==> src/fpq_pkg.sv <==
// Package with mode codes and conversion functions for the precision quantizer.
package fpq_pkg;

  typedef enum logic [1:0] {
    MODE_PASS = 2'd0,
    MODE_FP16 = 2'd1,
    MODE_BF16 = 2'd2,
    MODE_GRID = 2'd3
  } mode_t;

  localparam logic [31:0] EXP_MASK = 32'h7f80_0000;
  localparam logic [31:0] FRAC_MASK = 32'h007f_ffff;

  function automatic logic [4:0] msb_pos(input logic [23:0] v);
    logic [4:0] p;
    p = 5'd0;
    for (int i = 0; i < 24; i++) begin
      if (v[i]) begin
        p = 5'(i);
      end
    end
    return p;
  endfunction

  function automatic logic [31:0] via_fp16(input logic [31:0] bits);
    logic [15:0] sign;
    logic signed [9:0] hexp;
    logic [23:0] frac;
    logic [23:0] sig;
    logic [4:0] sh;
    logic [23:0] r;
    logic [15:0] half;
    logic [31:0] hsign;
    logic [4:0] he;
    logic [9:0] hm;
    logic [4:0] p;
    logic [31:0] res;
    sign = {bits[31], 15'd0};
    hexp = $signed({2'b00, bits[30:23]}) - 10'sd112;
    frac = {1'b0, bits[22:0]};
    half = 16'd0;
    if (hexp <= 10'sd0) begin
      if (hexp < -10'sd10) begin
        half = sign;
      end else begin
        sig = frac | 24'h80_0000;
        sh = 5'(10'sd14 - hexp);
        r = sig >> sh;
        if (sig[sh - 5'd1]) begin
          r = r + 24'd1;
        end
        half = sign | {5'd0, r[10:0]};
      end
    end else if (hexp >= 10'sd31) begin
      half = sign | 16'h7c00;
    end else begin
      frac = frac + 24'h1000;
      if (frac[23]) begin
        frac = 24'd0;
        hexp = hexp + 10'sd1;
      end
      if (hexp >= 10'sd31) begin
        half = sign | 16'h7c00;
      end else begin
        half = sign | {1'b0, hexp[4:0], frac[22:13]};
      end
    end
    hsign = {half[15], 31'd0};
    he = half[14:10];
    hm = half[9:0];
    if (he == 5'd0) begin
      if (hm == 10'd0) begin
        res = hsign;
      end else begin
        p = msb_pos({14'd0, hm});
        res = hsign | {1'b0, 8'(p) + 8'd103, 23'd0}
              | ({9'd0, 13'd0, hm} << (5'd23 - p) & FRAC_MASK);
      end
    end else if (he == 5'h1f) begin
      res = hsign | EXP_MASK | {9'd0, hm, 13'd0};
    end else begin
      res = hsign | {1'b0, 8'(he) + 8'd112, hm, 13'd0};
    end
    return res;
  endfunction

  function automatic logic [31:0] via_bf16(input logic [31:0] bits);
    logic [31:0] s;
    s = bits + 32'h7fff + {31'd0, bits[16]};
    return s & 32'hffff_0000;
  endfunction

  function automatic logic [31:0] via_grid(input logic [31:0] bits);
    logic [31:0] sign;
    logic [7:0] e;
    logic [7:0] sh;
    logic [24:0] sig;
    logic [24:0] r;
    logic [4:0] p;
    logic [31:0] res;
    sign = {bits[31], 31'd0};
    e = bits[30:23];
    res = sign;
    if ({1'b0, e} + 9'd10 >= 9'd255) begin
      res = sign | EXP_MASK;
    end else if (e >= 8'd140) begin
      res = bits;
    end else if (e != 8'd0) begin
      sh = 8'd140 - e;
      if (sh <= 8'd24) begin
        sig = {2'b01, bits[22:0]};
        r = (sig + (25'd1 << (sh - 8'd1))) >> sh;
        if (r != 25'd0) begin
          p = msb_pos(r[23:0]);
          res = sign | {1'b0, 8'(p) + 8'd117, 23'd0}
                | ({7'd0, r} << (5'd23 - p) & FRAC_MASK);
        end
      end
    end
    return res;
  endfunction

endpackage

==> src/fpq_core.sv <==
// Combinational precision reduction of one single-precision word.
module fpq_core
  import fpq_pkg::*;
(
  input  mode_t       mode,
  input  logic [31:0] value_bits,
  output logic [31:0] quantized_bits
);

  always_comb begin
    quantized_bits = value_bits;
    if ((value_bits & EXP_MASK) != EXP_MASK) begin
      unique case (mode)
        MODE_FP16: quantized_bits = via_fp16(value_bits);
        MODE_BF16: quantized_bits = via_bf16(value_bits);
        MODE_GRID: quantized_bits = via_grid(value_bits);
        default:   quantized_bits = value_bits;
      endcase
    end
  end

endmodule

==> src/float_precision_quantizer_unit.sv <==
// Path: an accepted word passes through the input register and then the result register before it is offered.
// Throughput: one word per cycle while out_stall is low; the input register refills whenever the result moves on.
// A stalled result holds while the input register keeps one more word.
// Reset (synchronous, active low) clears both valid flags and sets the mode to pass-through.
// Top level of the precision quantizer.
module float_precision_quantizer_unit
  import fpq_pkg::*;
(
  input  logic        clk,
  input  logic        rst_n,
  input  logic        cfg_we,
  input  logic [1:0]  cfg_precision_mode,
  input  logic        in_valid,
  output logic        in_stall,
  input  logic [31:0] in_value_bits,
  output logic        out_valid,
  input  logic        out_stall,
  output logic [31:0] out_quantized_bits
);

  mode_t       mode_r;
  logic        a_vld_r;
  logic [31:0] a_bits_r;
  logic        o_vld_r;
  logic [31:0] o_bits_r;
  logic [31:0] q;
  logic        o_adv;

  fpq_core u_core (
    .mode          (mode_r),
    .value_bits    (a_bits_r),
    .quantized_bits(q)
  );

  assign o_adv = !o_vld_r || !out_stall;
  assign in_stall = a_vld_r && !o_adv;
  assign out_valid = o_vld_r;
  assign out_quantized_bits = o_bits_r;

  always_ff @(posedge clk) begin
    if (!rst_n) begin
      mode_r  <= MODE_PASS;
      a_vld_r <= 1'b0;
      o_vld_r <= 1'b0;
    end else begin
      if (cfg_we) begin
        mode_r <= mode_t'(cfg_precision_mode);
      end
      if (o_adv) begin
        o_vld_r <= a_vld_r;
        if (a_vld_r) begin
          o_bits_r <= q;
        end
      end
      if (!in_stall) begin
        a_vld_r <= in_valid;
        if (in_valid) begin
          a_bits_r <= in_value_bits;
        end
      end
    end
  end

endmodule

==> config.mk <==
export PLATFORM = sky130hd
export DESIGN_NAME = float_precision_quantizer_unit
export DESIGN_NICKNAME = d
export VERILOG_FILES = /design/src/fpq_pkg.sv /design/src/fpq_core.sv /design/src/float_precision_quantizer_unit.sv
export SDC_FILE = /design/constraint.sdc
export NUM_CORES = 1
export LEC_CHECK = 0
export ABC_AREA = 1
export BUFFER_PORTS_ARGS = -buffer_cell sky130_fd_sc_hd__buf_2
export CORE_UTILIZATION = 56
export DETAILED_ROUTE_END_ITERATION = 8
export PLACE_DENSITY = 0.75
export SYNTH_ARGS = -nofsm -noshare
export SYNTH_HDL_FRONTEND = slang
export SYNTH_HIERARCHICAL = 1
export SYNTH_SLANG_ARGS = --single-unit
==> constraint.sdc <==
create_clock -name clk -period 8.68 [get_ports clk]
set_input_delay 1.302 -clock clk [delete_from_list [all_inputs] [get_ports clk]]
set_output_delay 1.302 -clock clk [all_outputs]
set_load 0.005 [all_outputs]
==> flow_summary_export.csv <==
group,metric,value,unit
status,status,"completed",
logic_synthesis,synth_cells,1885,
logic_synthesis,synth_warnings,6,
logic_synthesis,synthTopCellsByArea,"edfxtp_1 (18%), nand2_1 (17%), nand3_1 (11%)",
worst_setup_path,critPathRequiredTime,8.85,ns
routing,ant_nets,0,
global_routing,grt_max_degree,63,
routing,drtIter0Drc,1661,
clocking,cts_tree,"yes",
sta,max_freq,0.124,GHz
sta,setup_violations,0,
logic_synthesis,synth_area_per_cell,5.71,µm²
floorplanning,core,0.0188,mm²
worst_setup_path,slowest_stage,"edfxtp_1",
logic_synthesis,synth_largest_area_cell,"edfxtp_1",
min_path,hold_class,"reg -> reg",
clocking,path_clk_slew,0.05,ns
cells_and_area,antenna_cells,0,
power,powerDensity,126,mW/mm²
clocking,clock_tree.root_cell,"clkbuf_16",
floorplanning,io_pins,73,
clocking,clockBufferDepth,2,
sta,tns,0,ns
cells_and_area,drive_gt1_share,8.72,%
worst_setup_path,cp.arrival,8.25,ns
worst_setup_path,crit_path_max_incr_delay,0.57,ns
logic_synthesis,seq_area_frac_synth,18.6,%
flow_run,cap_violations,0,
routing,dr.pass1.iters,7,
global_routing,overflow,0,
cells_and_area,syn_to_final_growth,7.29,%
worst_setup_path,rrSetupSlack,0.60,ns
routing,drc,0,
worst_setup_path,crit_path_max_fanout,17,
global_routing,grt_pass1_wl,61.7,mm
power,peakVddDrop,0.000102,V
sta,finalCriticalPeriod,8.08,ns
worst_setup_path,rr_endpoint,"out_quantized_bits[17]",
floorplanning,dieWidth,141,µm
logic_synthesis,synth.most_common_cell,"nand2_1",
worst_setup_path,crit_end,"out_quantized_bits[17]",
clocking,htreeDepth,3,
global_routing,grt_pass1_vias,11900,
sta,fin_skew,0.00579,ns
power,p_leak,0.00541,µW
routing,wl_per_cell,18.1,µm
worst_setup_path,r2r-start,"a_bits_r[28]",
floorplanning,row_count,50,
worst_setup_path,end_kind,"flop",
placement,dpl.hpwl,30.7,mm
floorplanning,initial_core_util,57.4,%
logic_synthesis,ys_ff_latch,68,
placement,port_buffers,72,
logic_synthesis,synth_nets,1969,
clocking,cts_buffers,9,
sta,worst_pin_slew,1.14,ns
floorplanning,dieArea,0.0198,mm²
placement,finalWeightedCongestion,1.04,
logic_synthesis,synth_flop_cell,"edfxtp_1",
logic_synthesis,synth_cell_types,57,
sta,slew_violations,0,
floorplanning,dieHeight,141,µm
sta,hold_viol_final,0,
logic_synthesis,async_flop_share,0,%
routing,via_count,13500,
sta,rsz0062_at_grt,"no",
sta,slew_headroom,24.0,%
global_routing,track_usage,39.2,%
worst_setup_path,crit_start,"a_bits_r[28]",
routing,wl,38.9,mm
sta,period_share,93.1,%
worst_setup_path,reg2regPathDepth,45,
clocking,clk_latency,0.33,ns
clocking,cts_num_sinks,68,
cells_and_area,fin_util,61.6,%
global_routing,antenna_found_initial,0,
clocking,postCtsHoldBufs,0,
worst_setup_path,cp-start-kind,"flop",
logic_synthesis,synth_edf_count,64,
logic_synthesis,yosys-top-cells-count,"nand2_1 (489), nand3_1 (239), nor2_1 (210)",
cells_and_area,nNetsFinal,1995,
clocking,cts_setup_buffers,0,
logic_synthesis,synth_top_area_share,17.8,%
worst_setup_path,worstSetupPathType,"reg -> reg",
routing,via_per_inst,6.28,
logic_synthesis,syn_area,0.0108,mm²
-- stage by stage --
| step | worst slack [ns] | hold WS [ns] | total power, µW | std cells | area, µm² |
|---|---|---|---|---|---|
| 5_1_grt | 0.00232 | 0.462 | 1550 | 2150 | 11600 |
| 4_1_cts | 0.687 | 0.443 | 1430 | 2150 | 11500 |
| 3_3_place_gp | 0.802 | 0.405 | 1070 | 2134 | 11200 |
| 2_1_floorplan | 1.22 | 0.470 | 901 | 1885 | 10800 |
| 6_report | 0.600 | 0.440 | 1450 | 2150 | 11600 |
| 3_5_place_dp | 0.742 | 0.413 | 1070 | 2134 | 11200 |
-- what timing repair did --
item	in CTS	in global routing
resized for setup	0	6
setup endpoints to repair	0	30
endpoints found under the hold margin	0	0
-- logic make-up (layout without fill, tap and decap cells) --
| logic type | after synthesis | in the layout | synth area share, % |
|---|---|---|---|
| multiplexers | 9 | 9 | 0.836 |
| AO/OA/AOI/OAI | 405 | 405 | 21.1 |
| buffers and inverters | 287 | 318 | 10.5 |
| flip-flops | 68 | 68 | 18.6 |
| XOR/XNOR | 14 | 14 | 1.14 |
| adder cells (fa/ha/maj) | 45 | 45 | 5.30 |
| AND/OR/NAND/NOR | 1057 | 1057 | 42.5 |
-- registers in the layout, summed over array words and instances (netlist names) --
register and cells:
a_bits_r 32, out_quantized_bits 32, mode_r 2, a_vld_r 1
out_valid 1
-- critical path, delay by kind of cell, from the launching register on --
kind	cells	cell delay, ns
adder cells (fa/ha/maj)	4	1.37
flip-flops	1	0.57
buffers and inverters	8	1.33
AO/OA/AOI/OAI	7	1.40
AND/OR/NAND/NOR	26	3.22
-- cell usage in the layout, fill, tap and decap left out, types with 6 or more instances in the layout --
| cell type | n |
|---|---|
| nor2_2 | 7 |
| o31ai_1 | 6 |
| a21oi_1 | 113 |
| edfxtp_1 | 64 |
| a31oi_1 | 12 |
| inv_2 | 12 |
| a22oi_1 | 8 |
| mux2i_1 | 9 |
| nand4_1 | 28 |
| nor3_1 | 33 |
| o21ai_0 | 159 |
| inv_1 | 189 |
| clkinv_1 | 6 |
| nand2_2 | 7 |
| buf_4 | 22 |
| clkbuf_16 | 9 |
| xor2_1 | 12 |
| nor4_1 | 14 |
| nand2_1 | 489 |
| or2_2 | 14 |
| buf_2 | 72 |
| nor2_1 | 210 |
| o21ai_1 | 34 |
| nand3_1 | 239 |
| o211ai_1 | 26 |
| ha_1 | 44 |
| o22ai_1 | 7 |
-- layout make-up --
cell class / count / area, µm²
clock buffers: 11 / 243
clock inverters: 5 / 52.6
fillers: 1906 / 7210
inverters: 208 / 786
multi-input cells: 1530 / 7660
flip-flops and latches: 68 / 2000
well taps: 234 / 293
repair buffers: 94 / 526
-- worst min path at each step --
stage                  from                     end  slack [ns]  depth (start not counted)
2_1_floorplan       a_vld_r                 a_vld_r        0.47                          2
3_5_place_dp   a_bits_r[31]  out_quantized_bits[31]        0.41                          0
6_report       a_bits_r[31]  out_quantized_bits[31]        0.44                          0
4_1_cts        a_bits_r[31]  out_quantized_bits[31]        0.44                          0
3_3_place_gp   a_bits_r[31]  out_quantized_bits[31]        0.40                          0
5_1_grt        a_bits_r[31]  out_quantized_bits[31]        0.46                          0
-- routing by layer --
metal	routed length, µm	track usage, %	part of all wire [%]
met5	0	0	0
met4	1250	12.9	3.2
met3	4120	5.71	11
met2	16900	62.2	43
met1	16700	54.6	43
-- power by group --
group          switching [µW]  internal [µW]  leakage (µW)
registers                22.4            378      0.000629
clock network             134            229      0.000145
logic                     481            208       0.00463
total                     638            815       0.00541
No activity file was read; power rests on OpenSTA's default activity.
